## src/hw/rtl/hrt_pkg.sv

```systemverilog
// Package: types, register indexes and constants of the heart rate tracker.
package hrt_pkg;

   localparam int unsigned RATE_NUM = 60000;
   localparam logic [23:0] BPM_MAX_Q8 = 24'hFFFFFF;

   typedef enum logic [2:0] {
      REG_PRESENCE_FLOOR = 3'd0,
      REG_MIN_INTERVAL   = 3'd1,
      REG_MAX_INTERVAL   = 3'd2,
      REG_MIN_BPM        = 3'd3,
      REG_MAX_BPM        = 3'd4,
      REG_JUMP_LIMIT     = 3'd5
   } reg_index_type;

   typedef struct packed {
      logic [17:0] ir_sample;
      logic        beat_detected;
      logic [31:0] time_ms;
   } req_type;

   typedef struct packed {
      logic [23:0] bpm_q8;
      logic [7:0]  bpm_average;
      logic [19:0] rmssd_q8;
      logic        beat_seen;
   } rsp_type;

   typedef enum logic [3:0] {
      ST_IDLE, ST_PREP, ST_HSUM, ST_HDIV, ST_HSQRT, ST_BDIV, ST_RATE,
      ST_RSUM, ST_FINISH, ST_OUT
   } state_type;

   // controller to datapath
   typedef struct packed {
      logic load;       // latch item, clear on absent finger, interval
      logic prep;       // HRV ring push, set up sums
      logic hsum_step;  // add one HRV ring entry
      logic hdiv_start;
      logic hdiv_step;
      logic sqrt_start;
      logic sqrt_step;
      logic bdiv_start;
      logic bdiv_step;
      logic rate_push;  // rate ring push, rate sum setup
      logic rsum_step;
      logic finish;     // holds and output update
   } cmd_type;

   // datapath to controller
   typedef struct packed {
      logic beat;
      logic do_hrv_mean; // valid HRV push with fill count >= 2
      logic hsum_done;
      logic hdiv_done;
      logic sqrt_done;
      logic bdiv_done;
      logic rsum_done;
   } status_type;

endpackage

```

## src/hw/rtl/hrt_ctrl.sv

```systemverilog
// Controller: sequences one item through the datapath steps.
module hrt_ctrl (
   input  logic                clock,
   input  logic                reset,
   input  logic                req_valid,
   output logic                req_ready,
   output logic                rsp_valid,
   input  logic                rsp_ready,
   input  hrt_pkg::status_type sts,
   output hrt_pkg::cmd_type    cmd
);
   import hrt_pkg::*;

   state_type state_ff, state_in;

   always_ff @(posedge clock) begin
      if (reset) state_ff <= ST_IDLE;
      else       state_ff <= state_in;
   end

   always_comb begin
      state_in  = state_ff;
      cmd       = '0;
      req_ready = 1'b0;
      rsp_valid = 1'b0;
      unique case (state_ff)
         ST_IDLE: begin
            req_ready = 1'b1;
            if (req_valid) begin
               cmd.load = 1'b1;
               state_in = ST_PREP;
            end
         end
         ST_PREP: begin
            if (!sts.beat) state_in = ST_OUT;
            else begin
               cmd.prep = 1'b1;
               state_in = ST_HSUM;
            end
         end
         ST_HSUM: begin
            if (!sts.do_hrv_mean) begin
               cmd.bdiv_start = 1'b1;
               state_in = ST_BDIV;
            end else if (sts.hsum_done) begin
               cmd.hdiv_start = 1'b1;
               state_in = ST_HDIV;
            end else cmd.hsum_step = 1'b1;
         end
         ST_HDIV: begin
            if (sts.hdiv_done) begin
               cmd.sqrt_start = 1'b1;
               state_in = ST_HSQRT;
            end else cmd.hdiv_step = 1'b1;
         end
         ST_HSQRT: begin
            if (sts.sqrt_done) begin
               cmd.bdiv_start = 1'b1;
               state_in = ST_BDIV;
            end else cmd.sqrt_step = 1'b1;
         end
         ST_BDIV: begin
            if (sts.bdiv_done) state_in = ST_RATE;
            else cmd.bdiv_step = 1'b1;
         end
         ST_RATE: begin
            cmd.rate_push = 1'b1;
            state_in = ST_RSUM;
         end
         ST_RSUM: begin
            if (sts.rsum_done) state_in = ST_FINISH;
            else cmd.rsum_step = 1'b1;
         end
         ST_FINISH: begin
            cmd.finish = 1'b1;
            state_in = ST_OUT;
         end
         ST_OUT: begin
            rsp_valid = 1'b1;
            if (rsp_ready) state_in = ST_IDLE;
         end
         default: state_in = ST_IDLE;
      endcase
   end

   ast_out_idle: assert property (@(posedge clock) disable iff (reset)
      rsp_valid |-> !req_ready)
      else $error("result shown while input is open");
   ast_load_prep: assert property (@(posedge clock) disable iff (reset)
      cmd.load |=> state_ff == ST_PREP)
      else $error("load did not enter prep");
   ast_hold: assert property (@(posedge clock) disable iff (reset)
      rsp_valid && !rsp_ready |=> rsp_valid)
      else $error("result dropped before taken");
endmodule

```

## src/hw/rtl/hrt_datapath.sv

```systemverilog
// Datapath: state registers, rings, divider and square root.
module hrt_datapath #(
   parameter int HRV_WINDOW  = 20,
   parameter int RATE_WINDOW = 4
) (
   input  logic                clock,
   input  logic                reset,
   input  hrt_pkg::req_type    req_data,
   input  logic                csr_write,
   input  logic [2:0]          csr_index,
   input  logic [17:0]         csr_wdata,
   input  hrt_pkg::cmd_type    cmd,
   output hrt_pkg::status_type sts,
   output hrt_pkg::rsp_type    rsp_data
);
   import hrt_pkg::*;

   localparam int HW = $clog2(HRV_WINDOW);
   localparam int CW = $clog2(HRV_WINDOW + 1);
   localparam int RW = (RATE_WINDOW > 1) ? $clog2(RATE_WINDOW) : 1;
   localparam int RCW = $clog2(RATE_WINDOW + 1);
   localparam int SW = 24 + CW;                 // HRV sum width
   localparam int RSW = 8 + RCW;                // rate sum width
   localparam logic [HW-1:0] HLAST = HW'(HRV_WINDOW - 1);
   localparam logic [CW-1:0] HFULL = CW'(HRV_WINDOW);

   // configuration registers
   logic [17:0] floor_ff;
   logic [11:0] min_int_ff, max_int_ff;
   logic [7:0]  min_bpm_ff, max_bpm_ff, jump_ff;

   always_ff @(posedge clock) begin
      if (reset) begin
         floor_ff   <= 18'd4000;
         min_int_ff <= 12'd250;
         max_int_ff <= 12'd2000;
         min_bpm_ff <= 8'd20;
         max_bpm_ff <= 8'd255;
         jump_ff    <= 8'd30;
      end else if (csr_write) begin
         case (csr_index)
            REG_PRESENCE_FLOOR: floor_ff   <= csr_wdata;
            REG_MIN_INTERVAL:   min_int_ff <= csr_wdata[11:0];
            REG_MAX_INTERVAL:   max_int_ff <= csr_wdata[11:0];
            REG_MIN_BPM:        min_bpm_ff <= csr_wdata[7:0];
            REG_MAX_BPM:        max_bpm_ff <= csr_wdata[7:0];
            REG_JUMP_LIMIT:     jump_ff    <= csr_wdata[7:0];
            default: ;
         endcase
      end
   end

   // tracker state
   logic [HW-1:0] hidx_ff;
   logic [CW-1:0] hfill_ff;
   logic [11:0]   prev_int_ff;
   logic [7:0]    rring_ff [RATE_WINDOW];
   logic [RW-1:0] ridx_ff;
   logic [31:0]   last_ff;
   logic [23:0]   bpm_ff, prev_bpm_ff, new_bpm_ff;
   logic [7:0]    avg_ff, prev_avg_ff;
   logic [19:0]   rmssd_ff;
   logic          beat_ff, mean_ff;
   logic [31:0]   delta_ff;
   logic [23:0]   hring [HRV_WINDOW];
   logic [23:0]   hrd_ff;

   // working registers
   logic [SW-1:0]  hsum_ff;
   logic [CW-1:0]  hcnt_ff;      // entries read so far
   logic           hpend_ff;     // read data valid
   logic [HW-1:0]  hraddr_ff;
   logic [39:0]    dq_ff;        // divider quotient / dividend
   logic [32:0]    drem_ff;
   logic [31:0]    dden_ff;
   logic [5:0]     dcnt_ff;
   logic [39:0]    sv_ff;        // isqrt radicand
   logic [39:0]    sres_ff, sbit_ff;
   logic [RSW-1:0] rsum_ff;
   logic [RCW-1:0] rcnt_ff;

   logic [31:0] delta_c;
   assign delta_c = req_data.time_ms - last_ff;

   logic in_range;
   assign in_range = delta_ff > {20'd0, min_int_ff} && delta_ff < {20'd0, max_int_ff};

   logic [11:0] dabs;
   assign dabs = (delta_ff[11:0] > prev_int_ff) ? delta_ff[11:0] - prev_int_ff
                                                : prev_int_ff - delta_ff[11:0];
   logic [23:0] dsq;
   assign dsq = dabs * dabs;

   logic [CW-1:0] fill_next;
   assign fill_next = (hfill_ff < HFULL) ? hfill_ff + 1'b1 : hfill_ff;

   // HRV ring memory with registered read
   always_ff @(posedge clock) begin
      if (cmd.prep && in_range && prev_int_ff != 12'd0) hring[hidx_ff] <= dsq;
      hrd_ff <= hring[hraddr_ff];
   end

   // rate bounds: 60000 vs bound*delta (40 bits)
   logic [39:0] maxp, minp;
   assign maxp = max_bpm_ff * delta_ff;
   assign minp = min_bpm_ff * delta_ff;
   logic rate_ok_ff;

   // divider shift step
   logic [32:0] drem_sh;
   assign drem_sh = {drem_ff[31:0], dq_ff[39]};
   logic dge;
   assign dge = drem_sh >= {1'b0, dden_ff};

   // sqrt step
   logic sge;
   assign sge = sv_ff >= sres_ff + sbit_ff;

   logic [RSW-1:0] rsum_add;
   assign rsum_add = rsum_ff + RSW'(rring_ff[rcnt_ff[RW-1:0]]);

   logic [7:0] avg_new;
   assign avg_new = 8'(rsum_ff / RATE_WINDOW);

   always_ff @(posedge clock) begin
      if (reset) begin
         hidx_ff <= '0; hfill_ff <= '0; prev_int_ff <= '0;
         for (int i = 0; i < RATE_WINDOW; i++) rring_ff[i] <= '0;
         ridx_ff <= '0; last_ff <= '0; bpm_ff <= '0; avg_ff <= '0;
         rmssd_ff <= '0;
      end else begin
         if (cmd.load) begin
            beat_ff <= req_data.beat_detected;
            if (req_data.ir_sample < floor_ff) begin
               bpm_ff <= '0; avg_ff <= '0; hfill_ff <= '0; hidx_ff <= '0;
               prev_int_ff <= '0; rmssd_ff <= '0;
            end
            delta_ff <= delta_c;
            if (req_data.beat_detected) last_ff <= req_data.time_ms;
         end
         if (cmd.prep) begin
            prev_bpm_ff <= bpm_ff;
            prev_avg_ff <= avg_ff;
            mean_ff     <= 1'b0;
            rate_ok_ff  <= delta_ff != 32'd0 && maxp > 40'(RATE_NUM)
                           && minp < 40'(RATE_NUM);
            hsum_ff <= '0; hcnt_ff <= '0; hpend_ff <= 1'b0; hraddr_ff <= '0;
            if (in_range) begin
               if (prev_int_ff != 12'd0) begin
                  hidx_ff  <= (hidx_ff == HLAST) ? '0 : hidx_ff + 1'b1;
                  hfill_ff <= fill_next;
                  mean_ff  <= fill_next >= CW'(2);
               end
               prev_int_ff <= delta_ff[11:0];
            end
         end
         // sequential sum over filled entries
         if (cmd.hsum_step) begin
            if (hpend_ff) begin
               hsum_ff <= hsum_ff + SW'(hrd_ff);
               hcnt_ff <= hcnt_ff + 1'b1;
            end
            hpend_ff  <= 1'b1;
            hraddr_ff <= (hraddr_ff == HLAST) ? hraddr_ff : hraddr_ff + 1'b1;
         end
         if (cmd.hdiv_start) begin
            dq_ff <= 40'(hsum_ff); drem_ff <= '0;
            dden_ff <= 32'(hfill_ff); dcnt_ff <= '0;
         end
         if (cmd.bdiv_start) begin
            dq_ff <= 40'(RATE_NUM) << 8; drem_ff <= '0;
            dden_ff <= delta_ff; dcnt_ff <= '0;
         end
         if (cmd.hdiv_step || cmd.bdiv_step) begin
            drem_ff <= dge ? drem_sh - {1'b0, dden_ff} : drem_sh;
            dq_ff   <= {dq_ff[38:0], dge};
            dcnt_ff <= dcnt_ff + 1'b1;
         end
         if (cmd.sqrt_start) begin
            sv_ff <= {dq_ff[23:0], 16'd0};
            sres_ff <= '0;
            sbit_ff <= 40'd1 << 38;
         end
         if (cmd.sqrt_step) begin
            if (sge) begin
               sv_ff   <= sv_ff - (sres_ff + sbit_ff);
               sres_ff <= (sres_ff >> 1) + sbit_ff;
            end else sres_ff <= sres_ff >> 1;
            sbit_ff <= sbit_ff >> 2;
            if (sbit_ff == 40'd1) rmssd_ff <= sge ? 20'((sres_ff >> 1) + sbit_ff)
                                                  : 20'(sres_ff >> 1);
         end
         if (cmd.rate_push) begin
            new_bpm_ff <= (delta_ff == 32'd0 || dq_ff[39:24] != 16'd0) ? BPM_MAX_Q8
                                                                      : dq_ff[23:0];
            if (rate_ok_ff) begin
               rring_ff[ridx_ff] <= dq_ff[15:8];
               ridx_ff <= (32'(ridx_ff) == RATE_WINDOW - 1) ? '0 : ridx_ff + 1'b1;
            end
            rsum_ff <= '0; rcnt_ff <= '0;
         end
         if (cmd.rsum_step) begin
            rsum_ff <= rsum_add;
            rcnt_ff <= rcnt_ff + 1'b1;
         end
         if (cmd.finish) begin
            bpm_ff <= ({8'd0, prev_bpm_ff} > {8'd0, new_bpm_ff} + {8'd0, jump_ff, 8'd0})
                      ? prev_bpm_ff : new_bpm_ff;
            if (rate_ok_ff) begin
               avg_ff <= ({1'b0, prev_avg_ff} > {1'b0, avg_new} + {1'b0, jump_ff})
                         ? prev_avg_ff : avg_new;
            end else begin
               avg_ff <= ({1'b0, prev_avg_ff} > {1'b0, avg_ff} + {1'b0, jump_ff})
                         ? prev_avg_ff : avg_ff;
            end
         end
      end
   end

   assign sts.beat        = beat_ff;
   assign sts.do_hrv_mean = mean_ff;
   assign sts.hsum_done   = hcnt_ff == hfill_ff;
   assign sts.hdiv_done   = dcnt_ff == 6'd40;
   assign sts.sqrt_done   = sbit_ff == 40'd0;
   assign sts.bdiv_done   = dcnt_ff == 6'd40;
   assign sts.rsum_done   = 32'(rcnt_ff) == RATE_WINDOW;

   assign rsp_data.bpm_q8      = bpm_ff;
   assign rsp_data.bpm_average = avg_ff;
   assign rsp_data.rmssd_q8    = rmssd_ff;
   assign rsp_data.beat_seen   = beat_ff;

   ast_fill: assert property (@(posedge clock) disable iff (reset)
      hfill_ff <= HFULL)
      else $error("fill count beyond window");
   ast_idx: assert property (@(posedge clock) disable iff (reset)
      hidx_ff <= HLAST)
      else $error("hrv index out of range");
   ast_div: assert property (@(posedge clock) disable iff (reset)
      (cmd.hdiv_step || cmd.bdiv_step) |-> dcnt_ff < 6'd40)
      else $error("divider stepped past its end");
endmodule

```

## src/hw/rtl/heart_rate_and_rmssd_tracker.sv

```systemverilog
// Top level of the heart rate and rMSSD tracker.
// One item in, one result out. An item without a beat skips the steps below. A beat
// item runs a 40-step restoring divide for the rate and, when it pushes a new
// HRV entry and the ring then holds two or more entries, a sum over the filled
// entries, a 40-step divide for the mean and a 20-step square root; a sum over
// the RATE_WINDOW rate ring entries follows. The divider is shared by the mean
// and the rate.
module heart_rate_and_rmssd_tracker #(
   parameter int HRV_WINDOW  = 20,
   parameter int RATE_WINDOW = 4
) (
   input  logic             clock,
   input  logic             reset,
   input  logic             req_valid,
   output logic             req_ready,
   input  hrt_pkg::req_type req_data,
   output logic             rsp_valid,
   input  logic             rsp_ready,
   output hrt_pkg::rsp_type rsp_data,
   input  logic             csr_write,
   input  logic [2:0]       csr_index,
   input  logic [17:0]      csr_wdata
);
   import hrt_pkg::*;

   cmd_type    cmd;
   status_type sts;

   hrt_ctrl u_ctrl (
      .clock(clock), .reset(reset), .req_valid(req_valid), .req_ready(req_ready),
      .rsp_valid(rsp_valid), .rsp_ready(rsp_ready), .sts(sts), .cmd(cmd)
   );

   hrt_datapath #(.HRV_WINDOW(HRV_WINDOW), .RATE_WINDOW(RATE_WINDOW)) u_dp (
      .clock(clock), .reset(reset), .req_data(req_data), .csr_write(csr_write),
      .csr_index(csr_index), .csr_wdata(csr_wdata), .cmd(cmd), .sts(sts),
      .rsp_data(rsp_data)
   );
endmodule

```

## config.mk

```make
export PLATFORM = sky130hd
export DESIGN_NAME = heart_rate_and_rmssd_tracker
export DESIGN_NICKNAME = d
export VERILOG_FILES = /design/src/hw/rtl/hrt_pkg.sv /design/src/hw/rtl/hrt_ctrl.sv /design/src/hw/rtl/hrt_datapath.sv /design/src/hw/rtl/heart_rate_and_rmssd_tracker.sv
export SDC_FILE = /design/constraint.sdc
export NUM_CORES = 2
export LEC_CHECK = 0
export ABC_AREA = 1
export BUFFER_PORTS_ARGS = -buffer_cell sky130_fd_sc_hd__buf_2
export CORE_UTILIZATION = 50
export CTS_BUF_LIST = sky130_fd_sc_hd__clkbuf_16
export CTS_CLUSTER_DIAMETER = 200
export CTS_CLUSTER_SIZE = 10
export DETAILED_ROUTE_END_ITERATION = 7
export MAX_ROUTING_LAYER = met4
export PLACE_DENSITY_LB_ADDON = 0.08
export SLEW_MARGIN = 25
export SYNTH_ARGS = -nofsm -noshare
export SYNTH_HDL_FRONTEND = slang
export SYNTH_SLANG_ARGS = --single-unit
```

## constraint.sdc

```tcl
create_clock -name clock -period 19.7 [get_ports clock]
set_input_delay 1.97 -clock clock [delete_from_list [all_inputs] [get_ports clock]]
set_output_delay 1.97 -clock clock [all_outputs]
set_load 0.005 [all_outputs]
```

==> flow_metrics.env <==
export IMPL_status="finished, final reports clean"
export IMPL_drtPass1Iterations=6
export IMPL_async_flop_share_pct=0
export IMPL_maxSlewHeadroom_pct=27.79
export IMPL_synth_edff_count=846
export IMPL_fin_nets=10680
export IMPL_via_per_inst=5.521
export IMPL_hold_buffers=0
export IMPL_fmax_mhz=103.0
export IMPL_yosysSeqAreaShare_pct=37.34
export IMPL_yosysTopAreaCell="edfxtp_1"
export IMPL_finClkSkew_ns=0.09052
export IMPL_io_pins=132
export IMPL_hpwl_microns=182700
export IMPL_remaining_drc_errors=0
export IMPL_netlist_top_cells_count="1972 x nand2_1, 1762 x inv_1, 968 x nor2_1"
export IMPL_yosys_area_top_type_share_pct=32.19
export IMPL_cts_clk_slew_worst_paths_ns=0.08
export IMPL_setup_viol=0
export IMPL_rows=145
export IMPL_r2r_slack_ns=9.99
export IMPL_r2r_end="u_dp.hring[17][23]"
export IMPL_grt_overflow=0
export IMPL_hold_depth=0
export IMPL_grt_max_degree=205
export IMPL_syn2layout_area_growth_pct=8.128
export IMPL_layout_drive_gt1_share_pct=4.812
export IMPL_dieWidth_microns=399.3
export IMPL_cts_num_sinks=1049
export IMPL_nFillCells=14810
export IMPL_cts_resized=0
export IMPL_drv_slew=0
export IMPL_place_gp_congestion=0.9520
export IMPL_yosysWarnings=0
export IMPL_postCtsSetupRepairBufs=0
export IMPL_antenna_left=0
export IMPL_cts_root_buf="clkbuf_16"
export IMPL_synth_most_common_cell="nand2_1"
export IMPL_crit_path_end_kind="register"
export IMPL_grt_pass1_wl_microns=373800
export IMPL_cts_tree="built"
export IMPL_rsz0062_at_grt="false"
export IMPL_multi_input_area_sq_um=41580
export IMPL_syn_area_sq_um=78920
export IMPL_hold_viol_final=0
export IMPL_clk_path_buf_depth=3
export IMPL_io_buffers=131
export IMPL_synth_main_ff_cell="edfxtp_1"
export IMPL_arrival_ns=10.03
export IMPL_setup_tns_ns=0
export IMPL_synth_seq_cells=1049
export IMPL_cp_required_ns=20.02
export IMPL_worstMarginPinSlew_ns=1.083
export IMPL_slowest_stage="edfxtp_1"
export IMPL_drtIter0Drc=5354
export IMPL_track_usage_pct=31.62
export IMPL_clk_latency_ns=0.76
export IMPL_die_h_microns=399.3
export IMPL_startpoint_type="register"
export IMPL_rr_startpoint="u_dp.delta_ff[0]"
export IMPL_dieArea_sq_um=159400
export IMPL_numCtsBuffers=115
export IMPL_path_class="register to register"
export IMPL_initial_core_util_pct=50.46
export IMPL_hold_path_class="register to register"
export IMPL_finalCritPeriodShare_pct=49.28
export IMPL_hp_start="u_dp.bpm_ff[15]"
export IMPL_grt_pass1_vias=63290
export IMPL_synth_cell_types=62
export IMPL_crit_fanout=23
export IMPL_min_period_ns=9.708
export IMPL_antenna_found_initial=9
export IMPL_h_tree_depth=3
export IMPL_ff_latch_area_sq_um=29470
export IMPL_routed_wirelength_microns=247200
export IMPL_yosys_top_cells_area="edfxtp_1 32%, fa_1 11%, nand2_1 9.4%"
export IMPL_critPathMaxStageDelay_ns=0.89
export IMPL_synthCells=9662
export IMPL_vias=65370
export IMPL_reg2reg_depth=31
export IMPL_maxCapViolations=0
export IMPL_detail_route_wl_per_cell_microns=20.87
export IMPL_synth_nets=10680
export IMPL_syn_avg_cell_area_sq_um=8.168
export IMPL_core_area_sq_um=156400
export IMPL_hold_end="u_dp.prev_bpm_ff[15]"
[routing by layer]
metal / global-route usage [%] / share of wire [%] / vias up
met4: 11.75 / 4.0 / 0
met5: - / 0 / -
met3: 4.036 / 6.0 / 455
met1: 40.27 / 43 / 31450
met2: 51.53 / 47 / 2086
li1: - / - / 31370
[layout make-up]
cell class	count	area share, %
multi-input combinational	6485	48.73
clock inverter	101	0.6026
timing repair buffer	243	1.833
tap	2058	3.017
antenna	15	0.04399
clock buffer	117	3.431
sequential	1049	34.54
inverter	1772	7.809
[cell usage in the layout (no fill, tap or decap), drive strengths merged, types with 8 or more instances in the layout]
master | netlist | final
nand3b | 20 | 20
a21oi | 607 | 607
a21o | 21 | 21
xor2 | 157 | 157
o32ai | 23 | 23
o2111ai | 8 | 8
o21a | 16 | 16
buf | 87 | 243
diode | 0 | 15
nor4 | 43 | 43
nand2 | 1982 | 1982
a211oi | 11 | 11
nor3 | 87 | 87
a221oi | 8 | 8
nor2 | 972 | 972
nand3 | 280 | 280
inv | 1772 | 1866
ha | 490 | 490
o21bai | 49 | 49
nand4 | 76 | 76
o22ai | 153 | 153
o211ai | 51 | 51
clkbuf | 269 | 117
a21boi | 8 | 8
a31oi | 32 | 32
o21ai | 808 | 808
dfxtp | 203 | 203
edfxtp | 846 | 846
fa | 446 | 446
xnor2 | 98 | 98
[per-stage QoR]
| step | hold WS [ns] | utilization (%) | setup slack (ns) | instance area [sq um] | cells |
|---|---|---|---|---|---|
| after detailed placement | 0.4430 | 52.31 | 10.20 | 81810 | 11610 |
| after global routing | 0.4707 | 54.56 | 9.482 | 85330 | 11840 |
| final | 0.4540 | 54.57 | 9.992 | 85340 | 11840 |
| after floorplan | 0.4245 | - | 12.06 | 78920 | 9662 |
| after global placement | 0.4348 | 52.28 | 10.18 | 81750 | 11610 |
| after CTS | 0.4548 | 54.51 | 10.07 | 85250 | 11820 |
[sequential cells by signal, summed over array words and instances (netlist names), 10 cells and up, named ones only]
name / flops
u_dp.hrd_ff: 23
u_dp.prev_bpm_ff: 24
u_dp.rmssd_ff: 20
u_dp.hsum_ff: 29
u_dp.dden_ff: 32
u_dp.hring: 460
u_dp.prev_int_ff: 12
u_dp.new_bpm_ff: 24
u_dp.rsum_ff: 10
u_dp.bpm_ff: 24
u_dp.last_ff: 32
u_dp.dq_ff: 40
u_dp.floor_ff: 18
u_dp.sv_ff: 40
u_dp.max_int_ff: 12
u_dp.sres_ff: 40
u_dp.sbit_ff: 20
u_dp.min_int_ff: 12
u_dp.delta_ff: 32
u_dp.drem_ff: 32
u_dp.rring_ff: 32
[kinds of logic after synthesis]
family	Yosys count	share of synthesized area [%]
fa+ha+maj	936	19.08
buf+inv	2128	10.31
xor+xnor	255	2.887
flops	1049	37.34
compound gates	1811	12.59
simple gates	3483	17.79
[critical path, delay by kind of cell (launching register included)]
kind	cells	cell delay, ns
fa+ha+maj	7	3.51
flops	1	0.89
buf+inv	7	1.11
xor+xnor	1	0.54
compound gates	6	1.29
simple gates	10	1.91
[worst max-delay path by stage]
stage                startpoint            endpoint  depth (start not counted)
3_5_place_dp   u_dp.delta_ff[0]  u_dp.hring[10][23]                         31
3_3_place_gp   u_dp.delta_ff[0]  u_dp.hring[10][23]                         31
5_1_grt        u_dp.delta_ff[0]  u_dp.hring[10][23]                         31
4_1_cts        u_dp.delta_ff[0]  u_dp.hring[10][23]                         31
2_1_floorplan  u_dp.delta_ff[3]   u_dp.hring[0][21]                         37
6_report       u_dp.delta_ff[0]  u_dp.hring[17][23]                         31
Power is not shown: default switching activity piles up to over one toggle a cycle in this logic, so the estimate is an artifact.
